**src/picl_pkg.sv**
```systemverilog
// ----------------------------------------------------------------------------
// picl_pkg
// Shared types and constants of the PI current loop with test run.
// ----------------------------------------------------------------------------
`default_nettype none

package picl_pkg;

  localparam int GAIN_FRAC_BITS_DEF = 8;
  localparam int INTEGRAL_WIDTH_DEF = 32;

  localparam int CNT_W = 10;
  localparam int POT_W = 12;
  localparam int PWM_W = 12;
  localparam int CUR_W = 16;
  localparam int MEAS_W = 17;
  localparam int GAIN_W = 16;
  localparam int AMP_W = 15;
  localparam int CFG_DATA_W = 16;
  localparam int CFG_INDEX_W = 3;

  localparam logic [GAIN_W-1:0] KP_GAIN_RST = 16'd205;
  localparam logic [GAIN_W-1:0] KI_GAIN_RST = 16'd102;
  localparam logic [POT_W-1:0] POT_LOW_RST = 12'd250;
  localparam logic [POT_W-1:0] POT_HIGH_RST = 12'd3845;
  localparam logic [AMP_W-1:0] REF_AMPLITUDE_RST = 15'd600;
  localparam logic [CNT_W-1:0] REF_HALF_PERIOD_RST = 10'd100;
  localparam logic [CNT_W-1:0] RUN_LENGTH_RST = 10'd400;
  localparam logic [PWM_W-1:0] BRIDGE_PERIOD_RST = 12'd2400;

  typedef enum logic [CFG_INDEX_W-1:0] {
    REG_KP_GAIN         = 3'd0,
    REG_KI_GAIN         = 3'd1,
    REG_POT_LOW         = 3'd2,
    REG_POT_HIGH        = 3'd3,
    REG_REF_AMPLITUDE   = 3'd4,
    REG_REF_HALF_PERIOD = 3'd5,
    REG_RUN_LENGTH      = 3'd6,
    REG_BRIDGE_PERIOD   = 3'd7
  } cfg_reg_t;

  typedef enum logic [1:0] {
    DRV_HOLD,
    DRV_PI,
    DRV_STOP
  } drv_mode_t;

  typedef struct packed {
    logic [GAIN_W-1:0] kp_gain;
    logic [GAIN_W-1:0] ki_gain;
    logic [POT_W-1:0]  pot_low;
    logic [POT_W-1:0]  pot_high;
    logic [AMP_W-1:0]  ref_amplitude;
    logic [CNT_W-1:0]  ref_half_period;
    logic [CNT_W-1:0]  run_length;
    logic [PWM_W-1:0]  bridge_period;
  } cfg_t;

  typedef struct packed {
    drv_mode_t                mode;
    logic                     log_valid;
    logic [CNT_W-1:0]         log_index;
    logic signed [CUR_W-1:0]  log_reference;
    logic signed [MEAS_W-1:0] log_measured;
    logic                     run_active;
    logic                     run_finished;
    logic                     end_stop_hit;
  } side_t;

endpackage

`default_nettype wire

```
**src/picl_ctrl.sv**
```systemverilog
// ----------------------------------------------------------------------------
// picl_ctrl
// Run sequencer and integrator: holds the run state, checks the end stop,
// forms the error and the saturated integral for one control tick.
// ----------------------------------------------------------------------------
`default_nettype none

module picl_ctrl
  import picl_pkg::*;
#(
  parameter int INTEGRAL_WIDTH = INTEGRAL_WIDTH_DEF
) (
  input  wire logic                             clk,
  input  wire logic                             rst_n,
  input  wire cfg_t                             cfg,
  input  wire logic                             step_en,
  input  wire logic                             action,
  input  wire logic [POT_W-1:0]                 pot_sample,
  input  wire logic signed [CUR_W-1:0]          current_sample,
  output side_t                                 side,
  output logic signed [MEAS_W-1:0]              err,
  output logic signed [INTEGRAL_WIDTH-1:0]      acc
);

  localparam logic signed [INTEGRAL_WIDTH-1:0] IMAX = {1'b0, {(INTEGRAL_WIDTH-1){1'b1}}};
  localparam logic signed [INTEGRAL_WIDTH-1:0] IMIN = {1'b1, {(INTEGRAL_WIDTH-1){1'b0}}};

  logic                              running_r, running_nxt;
  logic [CNT_W-1:0]                  sample_r, sample_nxt;
  logic [CNT_W-1:0]                  phase_r, phase_nxt;
  logic signed [CUR_W-1:0]           ref_r, ref_nxt;
  logic signed [INTEGRAL_WIDTH-1:0]  integral_r, integral_nxt;
  logic signed [INTEGRAL_WIDTH:0]    isum;
  logic [CNT_W-1:0]                  sample_inc;
  logic [CNT_W-1:0]                  phase_inc;

  always_ff @(posedge clk) begin
    if (!rst_n) begin
      running_r  <= 1'b0;
      sample_r   <= '0;
      phase_r    <= '0;
      ref_r      <= CUR_W'(REF_AMPLITUDE_RST);
      integral_r <= '0;
    end else if (step_en) begin
      running_r  <= running_nxt;
      sample_r   <= sample_nxt;
      phase_r    <= phase_nxt;
      ref_r      <= ref_nxt;
      integral_r <= integral_nxt;
    end
  end

  // error = reference - (-current)
  assign err  = MEAS_W'(ref_r) + MEAS_W'(current_sample);
  assign isum = {integral_r[INTEGRAL_WIDTH-1], integral_r}
              + {{(INTEGRAL_WIDTH+1-MEAS_W){err[MEAS_W-1]}}, err};

  always_comb begin
    if (isum[INTEGRAL_WIDTH] != isum[INTEGRAL_WIDTH-1]) begin
      acc = isum[INTEGRAL_WIDTH] ? IMIN : IMAX;
    end else begin
      acc = isum[INTEGRAL_WIDTH-1:0];
    end
  end

  assign sample_inc = sample_r + 1'b1;
  assign phase_inc  = phase_r + 1'b1;

  always_comb begin
    running_nxt  = running_r;
    sample_nxt   = sample_r;
    phase_nxt    = phase_r;
    ref_nxt      = ref_r;
    integral_nxt = integral_r;
    side         = '0;
    side.mode    = DRV_HOLD;

    if (action) begin
      if (!running_r) begin
        sample_nxt   = '0;
        phase_nxt    = '0;
        integral_nxt = '0;
        ref_nxt      = CUR_W'(cfg.ref_amplitude);
        running_nxt  = 1'b1;
      end
    end else if (pot_sample < cfg.pot_low || pot_sample > cfg.pot_high) begin
      side.end_stop_hit = 1'b1;
      side.mode         = DRV_STOP;
      running_nxt       = 1'b0;
      sample_nxt        = '0;
      phase_nxt         = '0;
      integral_nxt      = '0;
      ref_nxt           = CUR_W'(cfg.ref_amplitude);
    end else if (running_r) begin
      integral_nxt       = acc;
      side.mode          = DRV_PI;
      side.log_valid     = 1'b1;
      side.log_index     = sample_r;
      side.log_reference = ref_r;
      side.log_measured  = -MEAS_W'(current_sample);
      sample_nxt         = sample_inc;
      phase_nxt          = phase_inc;
      if (phase_inc == cfg.ref_half_period) begin
        ref_nxt   = -ref_r;
        phase_nxt = '0;
      end
      if (sample_inc == cfg.run_length) begin
        side.run_finished = 1'b1;
        side.mode         = DRV_STOP;
        running_nxt       = 1'b0;
        sample_nxt        = '0;
        phase_nxt         = '0;
        integral_nxt      = '0;
        ref_nxt           = CUR_W'(cfg.ref_amplitude);
      end
    end

    side.run_active = running_nxt;
  end

endmodule

`default_nettype wire
```
**config.mk**
```make
export PLATFORM = sky130hd
export DESIGN_NAME = picl_ctrl
export DESIGN_NICKNAME = d
export VERILOG_FILES = /design/src/picl_pkg.sv /design/src/picl_ctrl.sv
export SDC_FILE = /design/constraint.sdc
export NUM_CORES = 1
export LEC_CHECK = 0
export ABC_AREA = 1
export BUFFER_PORTS_ARGS = -buffer_cell sky130_fd_sc_hd__clkbuf_2
export CAP_MARGIN = 10
export CORE_MARGIN = 5
export CORE_UTILIZATION = 28
export CTS_BUF_LIST = sky130_fd_sc_hd__clkbuf_4 sky130_fd_sc_hd__clkbuf_8
export CTS_CLUSTER_SIZE = 12
export DETAILED_ROUTE_END_ITERATION = 12
export GPL_ROUTABILITY_DRIVEN = 0
export PLACE_DENSITY = 0.48
export SLEW_MARGIN = 15
export SYNTH_ARGS = -nofsm -noshare
export SYNTH_HDL_FRONTEND = slang
export SYNTH_SLANG_ARGS = --single-unit
```
**constraint.sdc**
```tcl
create_clock -name clk -period 12.2 [get_ports clk]
set_input_delay 0.61 -clock clk [delete_from_list [all_inputs] [get_ports clk]]
set_output_delay 0.61 -clock clk [all_outputs]
set_load 0.05 [all_outputs]
```
== Yosys cells after proc, flatten, opt, wreduce, memory -nomap -nowiden ==
Cells that the tools add are included.

* Output and inout port bits: 98
* Register bits after elaboration: 69

* Magnitude comparators: 2
* Equal/unequal tests: 4
* Muxes and demuxes: 37
* $add $sub $neg: 6
* Reduce and logical (&&, ||, !) cells: 5

{| class="wikitable"
|+ Operators with widths
! kind !! number
|-
| $mux 32 || 7
|-
| $mux 10 || 10
|-
| $mux 16 || 6
|-
| $mux 46 || 2
|-
| $mux 44 || 1
|-
| $add 32x17->33 || 1
|-
| $add 10x1->10 const B || 2
|-
| $eq 10x10->1 || 2
|-
| $add 16x16->17 || 1
|-
| $neg 16->17 || 1
|-
| $neg 16->16 || 1
|-
| $gt 12x12->1 || 1
|-
| $lt 12x12->1 || 1
|-
| $mux 1 || 8
|-
| $mux 2 || 3
|-
| $reduce_and 4->1 || 1
|-
| $reduce_bool 4->1 || 1
|-
| $reduce_and 3->1 || 1
|-
| $reduce_bool 3->1 || 1
|-
| $ne 2x2->1 const B || 1
|-
| $logic_or 1x1->1 || 1
|-
| $ne 1x1->1 || 1
|}

== Depth between registers and ports, before layout ==
* Word-level depth: 8
* Depth in mapped cells: 28

== Worst setup path before layout ==
Ideal clock, no wire load.

* Path kind: input port to output port
* Start: in current_sample[0]
* End: out acc[25]
* Stages on the path: 19
* Required time: 11.590 ns
* Path buffers: 0
* Setup slack: 5.680 ns
* Arrival: 5.910 ns
* Cells stage by stage: ha_1 > fa_1 > nand3_1 > nand2_1 > a21oi_1 > o21ai_0 > a31oi_1 > o21ai_0 > xor2_1 > ha_1 > nand2_1 > inv_1 > a21oi_1 > nand2_1 > a21oi_1 > nand3_1 > nand2_1 > nor2_1 > o21ai_0

* Longest elaborated chain between the ends: 4
* Elaborated cells on any way between the ends: 5

{| class="wikitable"
|+ Ends and longest elaborated chain
! item !! line !! source
|-
| start, declared || picl_ctrl.sv:19 || <nowiki>input wire logic signed [CUR_W-1:0] current_sample,</nowiki>
|-
| $add 16x16->17 * || picl_ctrl.sv:54 || <nowiki>assign err = MEAS_W'(ref_r) + MEAS_W'(current_sample);</nowiki>
|-
| via err[16] || picl_ctrl.sv:21 || <nowiki>output logic signed [MEAS_W-1:0] err,</nowiki>
|-
| $add 32x17->33 * || picl_ctrl.sv:56 || <nowiki>+ {{(INTEGRAL_WIDTH+1-MEAS_W){err[MEAS_W-1]}}, err};</nowiki>
|-
| $mux 32 or $ne 1x1->1 (tied branches) || picl_ctrl.sv:60, picl_ctrl.sv:59 ||
|-
| $mux 32 * || picl_ctrl.sv:59 || <nowiki>if (isum[INTEGRAL_WIDTH] != isum[INTEGRAL_WIDTH-1]) begin</nowiki>
|-
| end, declared || picl_ctrl.sv:22 || <nowiki>output logic signed [INTEGRAL_WIDTH-1:0] acc</nowiki>
|}

The timed path passes the listed nets; every way through them passes the cells marked *.

== Final worst setup path ==
* Start: in current_sample[0]
* End: out acc[27]

* Longest elaborated chain between the ends: 4
* Elaborated cells on any way between the ends: 5

{| class="wikitable"
|+ Ends and longest elaborated chain
! item !! line
|-
| $add 16x16->17 * || picl_ctrl.sv:54
|-
| $add 32x17->33 * || picl_ctrl.sv:56
|-
| $mux 32 or $ne 1x1->1 (tied branches) || picl_ctrl.sv:60, picl_ctrl.sv:59
|-
| $mux 32 * || picl_ctrl.sv:59
|}

Mark *: on every way between the ends. The rest lies on a longest branch, timed or not.

==> impl_metrics.env <==
export IMPL_status="finished, final reports clean"
export IMPL_startpoint="current_sample[0]"
export IMPL_grtUsageMet3_pct=3.859
export IMPL_critPathMaxFanout=29
export IMPL_syn2layout_area_growth_pct=18.37
export IMPL_slowest_delay_ps=790
export IMPL_path_common_cell="nand2_1"
export IMPL_synth_edf_count=0
export IMPL_die_x_um=178.7
export IMPL_cts_resized_gates=0
export IMPL_clkSinkCount=69
export IMPL_synthesis_nets=1603
export IMPL_fmax_mhz=158.2
export IMPL_dp_hpwl_mm=22.00
export IMPL_drive_gt1_share_pct=14.52
export IMPL_syn_area_um2=7968
export IMPL_finalNetCount=1772
export IMPL_r2r_start="ref_r[0]"
export IMPL_top_usage_layer="met2"
export IMPL_cts_buffers=9
export IMPL_insertion_delay_ps=370
export IMPL_num_vias=8768
export IMPL_drt_iter0_drc=358
export IMPL_async_flop_share_pct=0
export IMPL_p_leak_nw=5.142
export IMPL_fp_row_count=61
export IMPL_diodes=0
export IMPL_crit_required_ps=11590
export IMPL_holdCritStartpoint="integral_r[31]"
export IMPL_max_vdd_ir_drop_mv=0.04163
export IMPL_wire_per_inst_um=13.91
export IMPL_crit_arrival_ps=5710
export IMPL_die_area_um2=31930
export IMPL_first_pass_iters=5
export IMPL_hp_class="flip-flop to flip-flop"
export IMPL_finalWirelength_mm=27.00
export IMPL_drc=0
export IMPL_cts_clk_slew_worst_paths_ps=80
export IMPL_yosysSeqAreaShare_pct=17.34
export IMPL_antenna_left=0
export IMPL_synthCells=1390
export IMPL_initial_core_util_pct=28.52
export IMPL_grtUsageMet1_pct=22.23
export IMPL_path_cells="clkbuf_2, ha_1, fa_1, nand3_1, nand2_1, a21oi_1, o21ai_0, a31oi_1, o21ai_0, xor2_1, buf_4, ha_1, nand2_1, inv_1, a21oi_1, nand2_1, a21oi_1, nand2_1, nand2_1, nand2_1, nand2_1, nand3_1, nand2_1, clkbuf_2"
export IMPL_grt_pass1_vias=8319
export IMPL_grtUsageTotal_pct=16.44
export IMPL_cts_root_buffer="clkbuf_8"
export IMPL_p_per_area_nw_per_um2=118.3
export IMPL_fin_tns_setup_ps=0
export IMPL_synth_avg_cell_area_um2=5.732
export IMPL_crit_slowest_cell="nand2_1"
export IMPL_relSlewSlack_pct=27.32
export IMPL_ys_flop_type="dfxtp_1"
export IMPL_io_buffers=188
export IMPL_setup_violations=0
export IMPL_use_met2_pct=26.55
export IMPL_core_um2=27930
export IMPL_max_cap_violations=0
export IMPL_post_cts_buffers=0
export IMPL_finalCriticalPeriod_ps=6322
export IMPL_worstSetupEndpointType="primary output"
export IMPL_vias_per_cell=4.517
export IMPL_cts_hold_buf=0
export IMPL_fin_ws_ps=5878
export IMPL_worst_clock_skew_ps=14.15
export IMPL_io_pins=233
export IMPL_final_hold_viol_count=0
export IMPL_grt_max_degree=54
export IMPL_cts_buffer_depth=2
export IMPL_critPathKind="input port to primary output"
export IMPL_yosys_warnings=0
export IMPL_ys_ff_latch=69
export IMPL_gr_total_overflow=0
export IMPL_rsz0062_at_grt="false"
export IMPL_die_h_um=178.7
export IMPL_worst_pin_slew_ps=1088
export IMPL_h_tree_depth=3
export IMPL_fillers=3290
export IMPL_slew_violations=0
export IMPL_antenna_found_initial=0
export IMPL_synth_cell_types=41
export IMPL_worstSetupStartpointType="input port"
export IMPL_grt_first_pass_wirelength_mm=42.46
export IMPL_pre_cts_ws_ps=5855
export IMPL_cts_tree="yes"
export IMPL_period_share_pct=51.82
## cells in the final DEF (no fill, tap or decap), drive strengths merged
cell type  synthesis  layout
o211ai             1       1
a21o               2       2
dfxtp             69      69
o21bai             7       7
xnor3              1       1
a21oi            120     120
a211oi             1       1
nand4             11      11
nor3              19      19
xor2              48      48
xnor2             11      11
a21boi             1       1
ha                76      76
nand3b            15      15
bufinv             0       1
and2               1       1
a31oi              1       1
o21ai             46      46
fa                 2       2
nor2             157     157
nand3             79      79
nand2            490     490
buf               17       5
o31ai              1       1
nor3b              1       1
inv              179     179
nor4               5       5
o21a               2       2
clkbuf            18     199
or2                8       8
clkinv             1       4
## layout make-up
class	instances	area (µm²)	share of cell area, %
Clock buffer	11	145.1	1.539
Tap cell	378	473.0	5.015
Timing Repair Buffer	193	978.4	10.37
Multi-Input combinational cell	1106	5729	60.75
Inverter	180	675.6	7.164
Clock inverter	4	48.80	0.5174
Sequential cell	69	1381	14.65
## metrics by stage
step | total power, mW | std cells | instance area (µm²) | hold slack [ps] | util (%)
after floorplan | 0.7479 | 1390 | 7968 | 449.7 | -
final | 1.116 | 1941 | 9432 | 472.7 | 33.76
after detailed placement | 0.9234 | 1926 | 9238 | 462.4 | 33.07
after global routing | 1.201 | 1941 | 9432 | 489.9 | 33.76
after global placement | 0.9230 | 1926 | 9238 | 459.9 | 33.07
after CTS | 1.133 | 1941 | 9432 | 476.6 | 33.76
## state kept, by name, summed over array words and instances, names as in the netlist
signal / count
integral_r: 32
phase_r: 10
ref_r: 16
running_r: 1
sample_r: 10
## critical path: cells and delay by family
kind / cells / cell delay (ps)
and+or+nand+nor: 10 / 1870
xor gates and xnor gates: 1 / 160
AOI/OAI and AO/OA: 6 / 1310
buffers and inverters: 4 / 750
adders and majority gates: 3 / 950
## final timing paths
path / end / slack (ps) / cells after the start
worst min-delay path: integral_r[31] / 470 / 2
worst min register to register: integral_r[31] / 470 / 2
worst max-delay path: acc[27] / 5880 / 24
worst max register to register: integral_r[27] / 6930 / 24
## power by group
group | leakage, nW | internal, mW | switching (mW)
Clock | 0.103 | 0.101 | 0.103
Combinational | 4.48 | 0.164 | 0.502
Sequential | 0.560 | 0.235 | 0.0113
Total | 5.14 | 0.500 | 0.616
## cells by family (layout without fill, tap and decap cells)
logic type	Yosys count	in the layout	share of synthesized area [%]
adder cells (fa/ha/maj)	78	78	12.44
AND/OR/NAND/NOR	786	786	40.75
flip-flops	69	69	17.34
buffers and inverters	215	388	10.79
XOR/XNOR	60	60	6.768
AO/OA/AOI/OAI	182	182	11.92
## per-layer routing
layer / share of wire (%) / wire [µm]
met4: 1.3 / 341
met5: 0 / 0
met2: 43 / 11710
met1: 49 / 13260
met3: 6.3 / 1692
## cell usage after synthesis (2+ instances only)
| library cell | n | area [µm²] |
|---|---|---|
| nand2_1 | 487 | 1828 |
| inv_1 | 178 | 668.1 |
| nor2_1 | 153 | 574.3 |
| a21oi_1 | 120 | 600.6 |
| ha_1 | 76 | 950.9 |
| nand3_1 | 76 | 380.4 |
| dfxtp_1 | 69 | 1381 |
| xor2_1 | 48 | 420.4 |
| o21ai_0 | 41 | 205.2 |
| clkbuf_1 | 18 | 67.56 |
| nor3_1 | 18 | 90.09 |
| nand3b_1 | 15 | 112.6 |
| nand4_1 | 11 | 68.82 |
| xnor2_1 | 11 | 96.34 |
| buf_4 | 8 | 60.06 |
| o21bai_1 | 7 | 52.55 |
| buf_2 | 6 | 30.03 |
| or2_2 | 6 | 37.54 |
| nor4_1 | 5 | 31.28 |
| o21ai_1 | 5 | 25.02 |
| nand2_2 | 3 | 18.77 |
| nand3_2 | 3 | 30.03 |
| nor2_2 | 3 | 18.77 |
| a21o_1 | 2 | 15.01 |
| buf_6 | 2 | 22.52 |
| fa_1 | 2 | 40.04 |
| o21a_1 | 2 | 15.01 |
| or2_0 | 2 | 12.51 |
Power figures use the tool's default switching activity.
